$ cat src/hw/rtl/tptu_pkg.sv
`timescale 1ns / 1ps

package tptu_pkg;

  localparam int TABLE_SLOTS_DEF = 8;
  localparam int ADDR_W          = 48;

  // action codes
  localparam logic [2:0] ACT_BEGIN  = 3'd0;
  localparam logic [2:0] ACT_TAP    = 3'd1;
  localparam logic [2:0] ACT_EXTEND = 3'd2;
  localparam logic [2:0] ACT_UNDO   = 3'd3;
  localparam logic [2:0] ACT_READ   = 3'd4;

  // tap outcome codes
  localparam logic [1:0] TAP_IGNORED = 2'd0;
  localparam logic [1:0] TAP_PENDING = 2'd1;
  localparam logic [1:0] TAP_BOUND   = 2'd2;

  typedef struct packed {
    logic [2:0]        action;
    logic [ADDR_W-1:0] node_address;
    logic [7:0]        requested_positions;
    logic [7:0]        slot_index;
  } req_t;

  typedef struct packed {
    logic [1:0]        tap_result;
    logic              accepted;
    logic [ADDR_W-1:0] slot_address;
    logic signed [3:0] next_prompt;
    logic [3:0]        bound_count;
    logic [3:0]        target_count;
  } rsp_t;

endpackage

$ cat src/hw/rtl/tptu_slot_mem.sv
`timescale 1ns / 1ps

module tptu_slot_mem import tptu_pkg::*; #(
  parameter int DEPTH = TABLE_SLOTS_DEF,
  parameter int AW    = (DEPTH > 1) ? $clog2(DEPTH) : 1
) (
  input  logic              clk,
  input  logic              we,
  input  logic [AW-1:0]     waddr,
  input  logic [ADDR_W-1:0] wdata,
  input  logic [AW-1:0]     raddr,
  output logic [ADDR_W-1:0] rdata
);

  // no reset: only entries below the bound count are ever used
  logic [ADDR_W-1:0] mem [DEPTH];

  always_ff @(posedge clk) begin
    if (we) begin
      mem[waddr] <= wdata;
    end
    rdata <= mem[raddr];
  end

endmodule

$ cat src/hw/rtl/two_tap_pairing_table_unit.sv
`timescale 1ns / 1ps

// Steps: begin, extend, undo and unused codes pass APPLY and RESP into the result register;
//   read passes FETCH first; tap first scans each bound entry in SCAN.
// Flow: a new request is taken only back in IDLE, once the last result is loaded; the slot
//   scan reads one table entry per cycle through the single read port and one shared 48-bit comparator.
// Reset (rst, synchronous): round idle, counts and pending candidate cleared, no result
//   held. Table contents are not cleared; entries at or above the bound count are never used.
module two_tap_pairing_table_unit import tptu_pkg::*; #(
  parameter int TABLE_SLOTS = TABLE_SLOTS_DEF
) (
  input  logic clk,
  input  logic rst,
  input  logic req_valid,
  output logic req_stall,
  input  req_t req,
  output logic rsp_valid,
  input  logic rsp_stall,
  output rsp_t rsp
);

  localparam int CW = $clog2(TABLE_SLOTS + 1);              // holds 0..TABLE_SLOTS
  localparam int AW = (TABLE_SLOTS > 1) ? $clog2(TABLE_SLOTS) : 1;
  localparam logic [7:0]    SLOTS8   = 8'(TABLE_SLOTS);
  localparam logic [CW-1:0] SLOTS_CW = CW'(TABLE_SLOTS);

  typedef enum logic [4:0] {
    ST_IDLE  = 5'b00001,
    ST_SCAN  = 5'b00010,
    ST_FETCH = 5'b00100,
    ST_APPLY = 5'b01000,
    ST_RESP  = 5'b10000
  } state_t;

  state_t state, state_next;

  // round state
  logic [CW-1:0]     bound, bound_next;
  logic [CW-1:0]     target, target_next;
  logic [ADDR_W-1:0] pending_address, pending_address_next;
  logic              pending_valid, pending_valid_next;

  // request in flight
  req_t    item;
  logic    hit;                 // tapping address already bound
  logic [CW-1:0] scan_idx;      // next entry to read
  logic    cmp_valid;           // rdata holds an entry to compare this cycle
  rsp_t    res, res_next;

  // table port
  logic              mem_we;
  logic [AW-1:0]     mem_raddr;
  logic [ADDR_W-1:0] mem_rdata;

  // shared comparator: table entry during the scan, pending candidate otherwise
  logic [ADDR_W-1:0] cmp_b;
  logic              eq;

  logic       active, active_next;
  logic [7:0] n_req;

  assign req_stall = (state != ST_IDLE);

  assign cmp_b = (state == ST_SCAN) ? mem_rdata : pending_address;
  assign eq    = (item.node_address == cmp_b);

  always_comb begin
    unique case (state)
      ST_SCAN:  mem_raddr = scan_idx[AW-1:0];
      ST_FETCH: mem_raddr = item.slot_index[AW-1:0];
      default:  mem_raddr = '0;
    endcase
  end

  tptu_slot_mem #(
    .DEPTH (TABLE_SLOTS),
    .AW    (AW)
  ) u_mem (
    .clk   (clk),
    .we    (mem_we),
    .waddr (bound[AW-1:0]),
    .wdata (item.node_address),
    .raddr (mem_raddr),
    .rdata (mem_rdata)
  );

  // --- action decode, evaluated in APPLY ---
  always_comb begin
    bound_next           = bound;
    target_next          = target;
    pending_address_next = pending_address;
    pending_valid_next   = pending_valid;
    mem_we               = 1'b0;
    res_next             = '0;
    res_next.tap_result  = TAP_IGNORED;

    // request clamped to the table size
    n_req  = (item.requested_positions > SLOTS8) ? SLOTS8 : item.requested_positions;
    active = (target != '0) && (bound < target);

    unique case (item.action)
      ACT_BEGIN: begin
        bound_next         = '0;
        target_next        = (n_req == 8'd0) ? CW'(1) : CW'(n_req);
        pending_valid_next = 1'b0;
        res_next.accepted  = 1'b1;
      end
      ACT_TAP: begin
        if (active && !hit) begin
          if (!pending_valid || !eq) begin
            // new candidate
            pending_address_next = item.node_address;
            pending_valid_next   = 1'b1;
            res_next.tap_result  = TAP_PENDING;
          end else if (bound < SLOTS_CW) begin
            // second tap in a row: bind to the next slot
            mem_we              = (state == ST_APPLY);
            bound_next          = bound + CW'(1);
            pending_valid_next  = 1'b0;
            res_next.tap_result = TAP_BOUND;
          end
        end
      end
      ACT_EXTEND: begin
        if ((target != '0) && (n_req > 8'(target))) begin
          target_next        = CW'(n_req);
          pending_valid_next = 1'b0;
          res_next.accepted  = 1'b1;
        end
      end
      ACT_UNDO: begin
        if (bound != '0) begin
          bound_next = bound - CW'(1);
        end
        pending_valid_next = 1'b0;
      end
      ACT_READ: begin
        if (item.slot_index < 8'(bound)) begin
          res_next.accepted     = 1'b1;
          res_next.slot_address = mem_rdata;
        end
      end
      default: begin
        // unused codes: status only
      end
    endcase

    active_next           = (target_next != '0) && (bound_next < target_next);
    res_next.next_prompt  = active_next ? signed'(4'(bound_next)) : -4'sd1;
    res_next.bound_count  = 4'(bound_next);
    res_next.target_count = 4'(target_next);
  end

  // --- sequencer ---
  always_comb begin
    state_next = state;
    unique case (state)
      ST_IDLE: begin
        if (req_valid) begin
          if (req.action == ACT_TAP) begin
            state_next = ST_SCAN;
          end else if (req.action == ACT_READ) begin
            state_next = ST_FETCH;
          end else begin
            state_next = ST_APPLY;
          end
        end
      end
      ST_SCAN: begin
        // done once every bound entry has been issued and compared
        if ((scan_idx == bound) && !cmp_valid) begin
          state_next = ST_APPLY;
        end
      end
      ST_FETCH: state_next = ST_APPLY;
      ST_APPLY: state_next = ST_RESP;
      ST_RESP: begin
        if (!rsp_valid || !rsp_stall) begin
          state_next = ST_IDLE;
        end
      end
      default: state_next = ST_IDLE;
    endcase
  end

  always_ff @(posedge clk) begin
    if (rst) begin
      state         <= ST_IDLE;
      bound         <= '0;
      target        <= '0;
      pending_valid <= 1'b0;
      rsp_valid     <= 1'b0;
      cmp_valid     <= 1'b0;
    end else begin
      state <= state_next;

      if (state == ST_APPLY) begin
        bound         <= bound_next;
        target        <= target_next;
        pending_valid <= pending_valid_next;
      end

      if (state == ST_SCAN) begin
        cmp_valid <= (scan_idx < bound);
      end else begin
        cmp_valid <= 1'b0;
      end

      // output register: loaded from RESP, freed by the downstream transfer
      if ((state == ST_RESP) && (!rsp_valid || !rsp_stall)) begin
        rsp_valid <= 1'b1;
      end else if (rsp_valid && !rsp_stall) begin
        rsp_valid <= 1'b0;
      end
    end
  end

  // payload registers
  always_ff @(posedge clk) begin
    if ((state == ST_IDLE) && req_valid) begin
      item     <= req;
      hit      <= 1'b0;
      scan_idx <= '0;
    end
    if (state == ST_SCAN) begin
      if (cmp_valid && eq) begin
        hit <= 1'b1;
      end
      if (scan_idx < bound) begin
        scan_idx <= scan_idx + CW'(1);
      end
    end
    if (state == ST_APPLY) begin
      res             <= res_next;
      pending_address <= pending_address_next;
    end
    if ((state == ST_RESP) && (!rsp_valid || !rsp_stall)) begin
      rsp <= res;
    end
  end

  // --- checks ---
  a_bound_in_target: assert property (@(posedge clk) disable iff (rst)
    bound <= target)
    else $error("bound count above target");

  a_bound_in_table: assert property (@(posedge clk) disable iff (rst)
    bound <= SLOTS_CW)
    else $error("bound count above table size");

  a_pending_needs_round: assert property (@(posedge clk) disable iff (rst)
    pending_valid |-> (target != '0))
    else $error("pending candidate while idle");

  a_rsp_from_resp: assert property (@(posedge clk) disable iff (rst)
    $rose(rsp_valid) |-> $past(state == ST_RESP))
    else $error("result raised outside response state");

endmodule

$ cat config.mk
export PLATFORM = sky130hd
export DESIGN_NAME = two_tap_pairing_table_unit
export DESIGN_NICKNAME = d
export VERILOG_FILES = /design/src/hw/rtl/tptu_pkg.sv /design/src/hw/rtl/tptu_slot_mem.sv /design/src/hw/rtl/two_tap_pairing_table_unit.sv
export SDC_FILE = /design/constraint.sdc
export NUM_CORES = 1
export LEC_CHECK = 0
export BUFFER_PORTS_ARGS = -buffer_cell sky130_fd_sc_hd__clkbuf_2
export CAP_MARGIN = 25
export CORE_MARGIN = 8
export CORE_UTILIZATION = 50
export CTS_CLUSTER_DIAMETER = 60
export DETAILED_ROUTE_END_ITERATION = 7
export GPL_TIMING_DRIVEN = 1
export PLACE_DENSITY = 0.7
export SKIP_LAST_GASP = 1
export SLEW_MARGIN = 20
export SYNTH_ARGS = -nofsm -noshare
export SYNTH_HDL_FRONTEND = slang
export SYNTH_SLANG_ARGS = --single-unit
export TNS_END_PERCENT = 100
$ cat constraint.sdc
create_clock -name clk -period 13.8 [get_ports clk]
set_input_delay 2.76 -clock clk [delete_from_list [all_inputs] [get_ports clk]]
set_output_delay 2.76 -clock clk [all_outputs]
set_load 0.05 [all_outputs]
==> metrics list, run 1 <==
- Using the TritonRoute via totals, the vias-per-cell ratio works out to 5.67.
* Port bufs: 135
- VDD sags by at most 0.0775 mV.
- Hold-critical path endpoint: rsp[51]
- GRT Residual Overflow: 0
* Critical path required time: 11040 ps
- Counting cells, the worst reg-to-reg path comes to 10.
- Antenna violations before repair: 1
- Post-CTS sizing: 0
- Pin count of the biggest net entering global routing: 97
- Top cell type's share of synthesized area: 70.3%
- For this run, the detailed router's first-pass iteration total came to 5.
- The placed instances occupy a cell area of 0.0282 mm2.
- Setup violations remaining at the end of the flow were counted as 0.
- The number of setup buffers added after CTS is 0.
- Number of global-route vias before repair: 16.2k
- Minimum clock period after layout: 4600 ps
* Number of routed nets with antenna violations: 0
- Data arrival at the endpoint of the critical path: 1840 ps
- Depth of the CTS H-tree: 3
- Static timing analysis puts the maximum clock frequency at 217 MHz.
- Classification of the worst setup path: flip-flop to output pin
- The net count of the finished layout is 2219.
* Count of hold buffers inserted by post-cts repair: 0
* Flops & latches, synth: 694
- The worst setup path is captured at an output pin.
- For this run, the total global-route usage over all layers was measured as 20.1%.
* Hold path start: res[51]
* Via count: 16.3k
- Once detailed placement completed, the half-perimeter wirelength came to 36.4 mm.
* Leading cell types by total area after synthesis: sky130_fd_sc_hd__edfxtp_1, sky130_fd_sc_hd__nand2_1, sky130_fd_sc_hd__dfxtp_1
- The final count of hold timing violations came to 0.
- The average instance in the mapped netlist occupies 13.5 um2.
- For this design the static power due to leakage is 10.8 nW.
- In the synthesized netlist, the number of instances is 1983.
- The tree is rooted in a sky130_fd_sc_hd__clkbuf_16.
- PnR Total Power: 4.59 mW
- Hold Slack: 416 ps
* Number of max-slew violations in the final report: 0
- At the end of routability-driven placement, the weighted congestion stood at 0.855.
- STA classifies the critical path startpoint as a flip-flop.
* Ys Warns: 0
- In this run the tightest slew margin relative to its limit is 28.6%.
- 0 antenna diodes ended up in the layout.
* Layout-stage area growth over the synthesis result: 14.5%
* Fin area: 0.0306 mm2
- The worst hold path belongs to the class flip-flop to flip-flop.
- The clock drives 694 sinks.
- Fraction of synthesis flops using an asynchronous set or reset pin: 0%
* CTS max path bufs: 3
- Standard-cell row count: 84
- Clock-pin slew on the worst setup and hold paths: 60 ps
- Fraction of layout cells with a size suffix above 1: 13.9%
* Reported max-cap violation count: 0
* Number of flops mapped to enable cells by yosys: 625
- Setup repair after global routing left no endpoint under its margin.
- After synthesis, flip-flops and latches occupy 75.5% of the total area.
- The worst hold path was traced through 0 stages.
- In the final timing run, aggregate negative setup slack is 0 ps.
* Cell taking the most area after synthesis: sky130_fd_sc_hd__edfxtp_1
* Launching point of the worst reg2reg path: state[1]
- Residual DRC: 0
* TritonCTS Buffers: 72
- At the end of the flow the core is filled with cells to 58.1%.
- For this configuration, the core starts out at a cell density of 50.7%.
- Across the routed clock network, the largest skew measured is 39.6 ps.
- TritonCTS clock tree: done
- The region available for standard cell placement spans 0.0527 mm2.
* Drt total wl: 61.9 mm
* Post-Syn Nets: 2073
* Worst r2r dst: u_mem.mem[0][26]
- The die covers 0.0610 mm2.
* Outcome: finished clean
* Slack of the worst reg-to-reg path: 9230 ps
- Of all nets on the critical path, the largest fanout is 5.
- The die is 247 um wide.
- From bottom edge to top edge, the die measures 247 um.
- 1st-iter DRT viols: 1535
* Post-synthesis instance area: 0.0267 mm2
- In the finished design, the share of the clock period the worst path needs comes to 33.3%.
* Yosys cell types: 69
- For the pin with the worst max-slew slack, the measured transition is 1070 ps.
- At the later pin of the worst-skew pair, clock insertion delay measures 610 ps.
* Avg WL per Cell: 21.5 um
- In this run the power density over the cells is 150 mW/mm2.
* First-pass GRT wire length: 93.8 mm
- 136 I/O pins were placed.
* Most frequently used flop master after synthesis: sky130_fd_sc_hd__edfxtp_1
critical path, stage by stage (launching register included):
cell	delay [ps]
sky130_fd_sc_hd__dfxtp_1	350
sky130_fd_sc_hd__nor3_1	260
sky130_fd_sc_hd__and3b_1	270
sky130_fd_sc_hd__inv_1	110
sky130_fd_sc_hd__clkbuf_2	260
worst max path at each step:
stage                    from                 end  slack [ps]  cells past startpoint
floorplan            state[4]  pending_address[0]        3860                      9
finish               state[1]           req_stall        9200                      4
detailed placement  req_valid            item[21]        9250                      4
CTS                  state[1]           req_stall        9200                      4
global placement    req_valid            item[20]        9290                      4
global route         state[1]    u_mem.mem[0][26]        9040                     10
sequential cells by signal, indices dropped and copies added (netlist names):
signal / flops
bound: 4
cmp_valid: 1
hit: 1
item: 67
pending_address: 48
pending_valid: 1
res: 63
rsp: 63
rsp_valid: 1
scan_idx: 4
state: 5
target: 4
u_mem.mem: 384
u_mem.rdata: 48
Yosys cell counts (8+ instances only):
| library cell | n |
|---|---|
| sky130_fd_sc_hd__xnor2_1 | 17 |
| sky130_fd_sc_hd__nor2b_1 | 21 |
| sky130_fd_sc_hd__a21oi_1 | 23 |
| sky130_fd_sc_hd__clkbuf_1 | 67 |
| sky130_fd_sc_hd__nand2b_1 | 10 |
| sky130_fd_sc_hd__nand3_1 | 255 |
| sky130_fd_sc_hd__dfxtp_1 | 69 |
| sky130_fd_sc_hd__a21o_1 | 8 |
| sky130_fd_sc_hd__edfxtp_1 | 625 |
| sky130_fd_sc_hd__o21ai_0 | 64 |
| sky130_fd_sc_hd__xor2_1 | 35 |
| sky130_fd_sc_hd__nor4_1 | 13 |
| sky130_fd_sc_hd__nor3_1 | 11 |
| sky130_fd_sc_hd__and2_1 | 43 |
| sky130_fd_sc_hd__mux2i_1 | 8 |
| sky130_fd_sc_hd__inv_1 | 50 |
| sky130_fd_sc_hd__ha_1 | 19 |
| sky130_fd_sc_hd__o22ai_1 | 8 |
| sky130_fd_sc_hd__a211oi_1 | 8 |
| sky130_fd_sc_hd__nor2_1 | 50 |
| sky130_fd_sc_hd__nand2_1 | 458 |
| sky130_fd_sc_hd__a31oi_1 | 9 |
| sky130_fd_sc_hd__buf_1 | 14 |
| sky130_fd_sc_hd__nand4_1 | 13 |
area by class of cell:
| cell class | count | area, um2 |
|---|---|---|
| multi-input cells | 1149 | 6110 |
| repair buffers | 161 | 871 |
| inverters | 51 | 194 |
| flip-flops and latches | 694 | 20100 |
| well taps | 688 | 861 |
| clock inverters | 41 | 465 |
| fillers | 4037 | 22100 |
| clock buffers | 89 | 1920 |
per-layer routing:
| metal | vias up | track usage (%) | wire [um] |
|---|---|---|---|
| met5 | - | 0 | 10 |
| met4 | 2 | 7.26 | 1870 |
| met3 | 140 | 4.59 | 5550 |
| met2 | 714 | 31.7 | 28800 |
| met1 | 7963 | 27.2 | 25700 |
| li1 | 7478 | - | - |
power breakdown:
group          switching (mW)  internal, mW  leakage, nW
Combinational           0.131        0.0601         3.43
Sequential             0.0829          2.38         6.17
Clock                   0.788          1.15         1.16
cell families after synthesis:
group           after synthesis  share of synthesized area [%]
flops                       694                           75.5
simple gates                907                           15.6
compound gates              163                           3.97
buf+inv                     140                           2.02
xor+xnor                     52                           1.71
mux                           8                          0.300
fa+ha+maj                    19                          0.890
through the flow:
step                      worst slack [ps]  std cells
final                                 9200       2873
after global routing                  9040       2873
after CTS                             9200       2873
after detailed placement              9250       2743
after global placement                9290       2743
after floorplan                       3860       1983
cells in the final DEF, fill, tap and decap left out, drive strengths merged, types with 9 or more instances in the layout:
cell,n
nor3,15
and2,43
xnor2,17
inv,53
nand2,458
o21ai,67
nor2,51
nor4,14
ha,19
dfxtp,69
clkinv,27
a21oi,23
a31oi,9
nand4,14
clkbuf,224
buf,26
edfxtp,625
nand3,255
nor2b,21
nand2b,10
xor2,35
(Power assumes the default switching activity.)
==> run 2, diff against run 1 <==
==> constraint.sdc (replaced) <==
create_clock -name clk -period 4.3 [get_ports clk]
set_input_delay 0.86 -clock clk [delete_from_list [all_inputs] [get_ports clk]]
set_output_delay 0.86 -clock clk [all_outputs]
set_load 0.05 [all_outputs]
==> metrics list, run 2 (synthesis gave the netlist of run 1 again) <==
- The routed design could run at a clock period as short as 4060 ps.
- Registers with the most flip-flops: u_mem.mem: 384 flops, item: 67 flops (unchanged).
* Slack of the worst reg-to-reg path: 240 ps (was 9230 ps)
- The clock share of power was 42.0% (was 42.1%).
- The violation count after the first detailed-routing iteration is 1774 (was 1535).
- The port buffer count came to 135 (unchanged).
- Max-Slew Margin vs Limit: 33.9% (was 28.6%)
* Reg power frac: 53.3% (was 53.7%)
* Placed inst area: 0.0287 mm2 (was 0.0282 mm2)
* Register bank with the most flops: u_mem.mem (unchanged)
- The endpoint arrival time on the critical path was 4370 ps (was 1840 ps).
- Antenna violations before repair: 4 (was 1)
- Iteration count of the initial detailed-routing pass: 7 (was 5)
* Effective utilization at floorplan: 50.7% (unchanged)
- The leakage component of the power was 11.0 nW (was 10.8 nW).
- Classification of the worst setup path: flip-flop to flip-flop (was flip-flop to output pin)
- Final setup vio count: 0 (unchanged)
- The largest fanout of any net on the critical path was 8 (was 5).
- The number of clock buffers inserted by TritonCTS was 70 (was 72).
* Standard-cell row count: 84 (unchanged)
* Fraction of layout cells with a size suffix above 1: 15.1% (was 13.9%)
- Residual DRC: 0 (unchanged)
- The detailed-placement wirelength estimate was 40.1 mm (was 36.4 mm).
- The slew of the pin with the lowest slew margin is 992 ps (was 1070 ps).
* Setup slack after layout: 243 ps (was 9200 ps)
- The critical path required time is 4610 ps (was 11040 ps).
- The area of the core is 0.0527 mm2 (unchanged).
- Clock latency reported for the late side of the worst-skew pair: 610 ps (about the same)
* Via count: 16.7k (was 16.3k)
- The origin of the critical flop-to-flop path is state[4] (was state[1]).
- Maximum VDD drop: 0.297 mV (was 0.0775 mV)
* Net count of the finished layout: 2258 (was 2219)
* Worst r2r dst: res[9] (was u_mem.mem[0][26])
- Number of routed nets with antenna violations: 0 (unchanged)
- CTS max path bufs: 3 (unchanged)
- Top library cells by usage in the layout, fill and taps aside: sky130_fd_sc_hd__edfxtp_1, sky130_fd_sc_hd__nand2_1, sky130_fd_sc_hd__nand3_1 (unchanged).
* Clock-pin slew on the worst setup and hold paths: 60 ps (about the same)
- Fmax: 246 MHz
- Fin crit share: 94.4%
* Number of max-slew violations in the final report: 0 (unchanged)
* Capture point of the worst path: res[9] (was req_stall)
- The global placer's final weighted congestion came to 0.888 (was 0.855).
* Depth of the CTS H-tree: 3 (unchanged)
- The routed wirelength normalized by instance count was 22.4 um (was 21.5 um).
- Fin area: 0.0312 mm2 (was 0.0306 mm2)
- The pin count of the biggest net entering global routing is 145 (was 97).
- The switching share of total power came to 21.7% (was 21.8%).
* Clock Skew: 20.8 ps (was 39.6 ps)
- The setup TNS was 0 ps (unchanged).
* Worst min-delay path class: flip-flop to flip-flop (unchanged)
- Origin of the worst setup path: state[4] (was state[1])
- The final total power is 14.8 mW (was 4.59 mW).
- The internal power of the cells was 11.6 mW (was 3.59 mW).
- TritonCTS clock tree: done (unchanged)
- Place WS: 198 ps (was 9250 ps)
- Outcome: finished clean (unchanged).
* Kind of end point of the critical path: flip-flop (was output pin)
- Buffer cell driving the clock tree root: sky130_fd_sc_hd__clkbuf_16 (unchanged)
- The wire length of the first global-routing pass came to 98.7 mm (was 93.8 mm).
- The count of inserted antenna diode cells came to 0 (unchanged).
- Reg2reg path depth: 12 (was 10)
- Total power density per cell area: 475 mW/mm2 (was 150 mW/mm2)
- Unrepaired setup endpoints after global routing: false (unchanged)
- The overall die area is 0.0610 mm2 (unchanged).
- The net switching power of the design came to 3.22 mW (was 1.00 mW).
* Drt total wl: 65.2 mm (was 61.9 mm)
- Setup crit start kind: flip-flop (unchanged)
- The horizontal extent of the die came to 247 um (unchanged).
- The growth of design area from synthesis to finish was 16.7% (was 14.5%).
* Die boundary height: 247 um (unchanged)
- The final core utilization came to 59.2% (was 58.1%).
* Max reg flops: 384 (unchanged)
- The leftover overflow at the end of global routing came to 0 (unchanged).
- The reported max-cap violation count came to 0 (unchanged).
* Endpoints failing hold: 0 (unchanged)
- The number of top-level design ports is 136 (unchanged).
- The number of clock sinks seen by CTS came to 694 (unchanged).
* Fraction of power consumed by combinational cells: 4.7% (was 4.2%)
- All-Layer GR Usage: 21.2% (was 20.1%)
- Most common library cell in the layout ignoring fill and taps: sky130_fd_sc_hd__edfxtp_1 (unchanged)
- The ratio of routed vias to standard cells is 5.73 (was 5.67).
- The number of global-route vias before repair was 16.5k (was 16.2k).
## run 2: worst max-delay path, cell delays in order, from the launching register on
cell	delay (ps)
sky130_fd_sc_hd__dfxtp_1	370
sky130_fd_sc_hd__or3_1	560
sky130_fd_sc_hd__o22ai_1	220
sky130_fd_sc_hd__nand3_1	130
sky130_fd_sc_hd__a2111oi_4	390
sky130_fd_sc_hd__nand4_2	240
sky130_fd_sc_hd__nor3_4	410
sky130_fd_sc_hd__and4_1	270
sky130_fd_sc_hd__o31ai_1	130
sky130_fd_sc_hd__ha_1	360
sky130_fd_sc_hd__a21o_1	190
sky130_fd_sc_hd__a21oi_1	350
sky130_fd_sc_hd__nand4_1	160
## run 2: metal layers
metal / part of all wire, % / vias to the layer above / GRT usage, %
met4: 2.8 / 0 / 6.84
li1: - / 7555 / -
met1: 42 / 8218 / 29.1
met3: 8.2 / 122 / 3.68
met5: 0 / - / 0
met2: 47 / 791 / 34.3
## run 2: power groups by stage
stage	clock network, mW	logic (mW)	registers [mW]
after floorplan	0	0.371	7.96
after global placement	0	0.668	8.03
after detailed placement	0	0.685	8.04
after CTS	6.30	0.692	7.90
after global routing	6.56	0.753	7.92
final	6.22	0.696	7.90
## run 2: timing repair
item	in CTS	in global routing
buffers inserted	0	5
endpoints found under the setup margin	0	209
gates resized for setup	0	3
hold buffers	0	0
hold endpoints to repair	0	0
## run 2: final cells by class
class	instances	area (um2)
sequential	694	20100
timing repair buffer	202	1450
multi-input combinational	1149	6140
inverter	51	194
clock inverter	28	332
tap	688	861
fill	4015	21500
clock buffer	101	2030
## run 2: per-stage QoR
step	hold WS, ps	std cells
6_report	412	2913
5_1_grt	396	2913
4_1_cts	397	2907
3_5_place_dp	405	2778
3_3_place_gp	403	2778
2_1_floorplan	400	1983
## run 2: worst min-delay path by stage
| stage | from | endpoint | slack [ps] | cells after the start |
|---|---|---|---|---|
| floorplan | res[0] | rsp[0] | 400 | 0 |
| global placement | res[22] | rsp[22] | 400 | 0 |
| detailed placement | res[23] | rsp[23] | 400 | 0 |
| CTS | req[44] | item[44] | 400 | 1 |
| global route | req[44] | item[44] | 400 | 1 |
| finish | res[52] | rsp[52] | 410 | 0 |
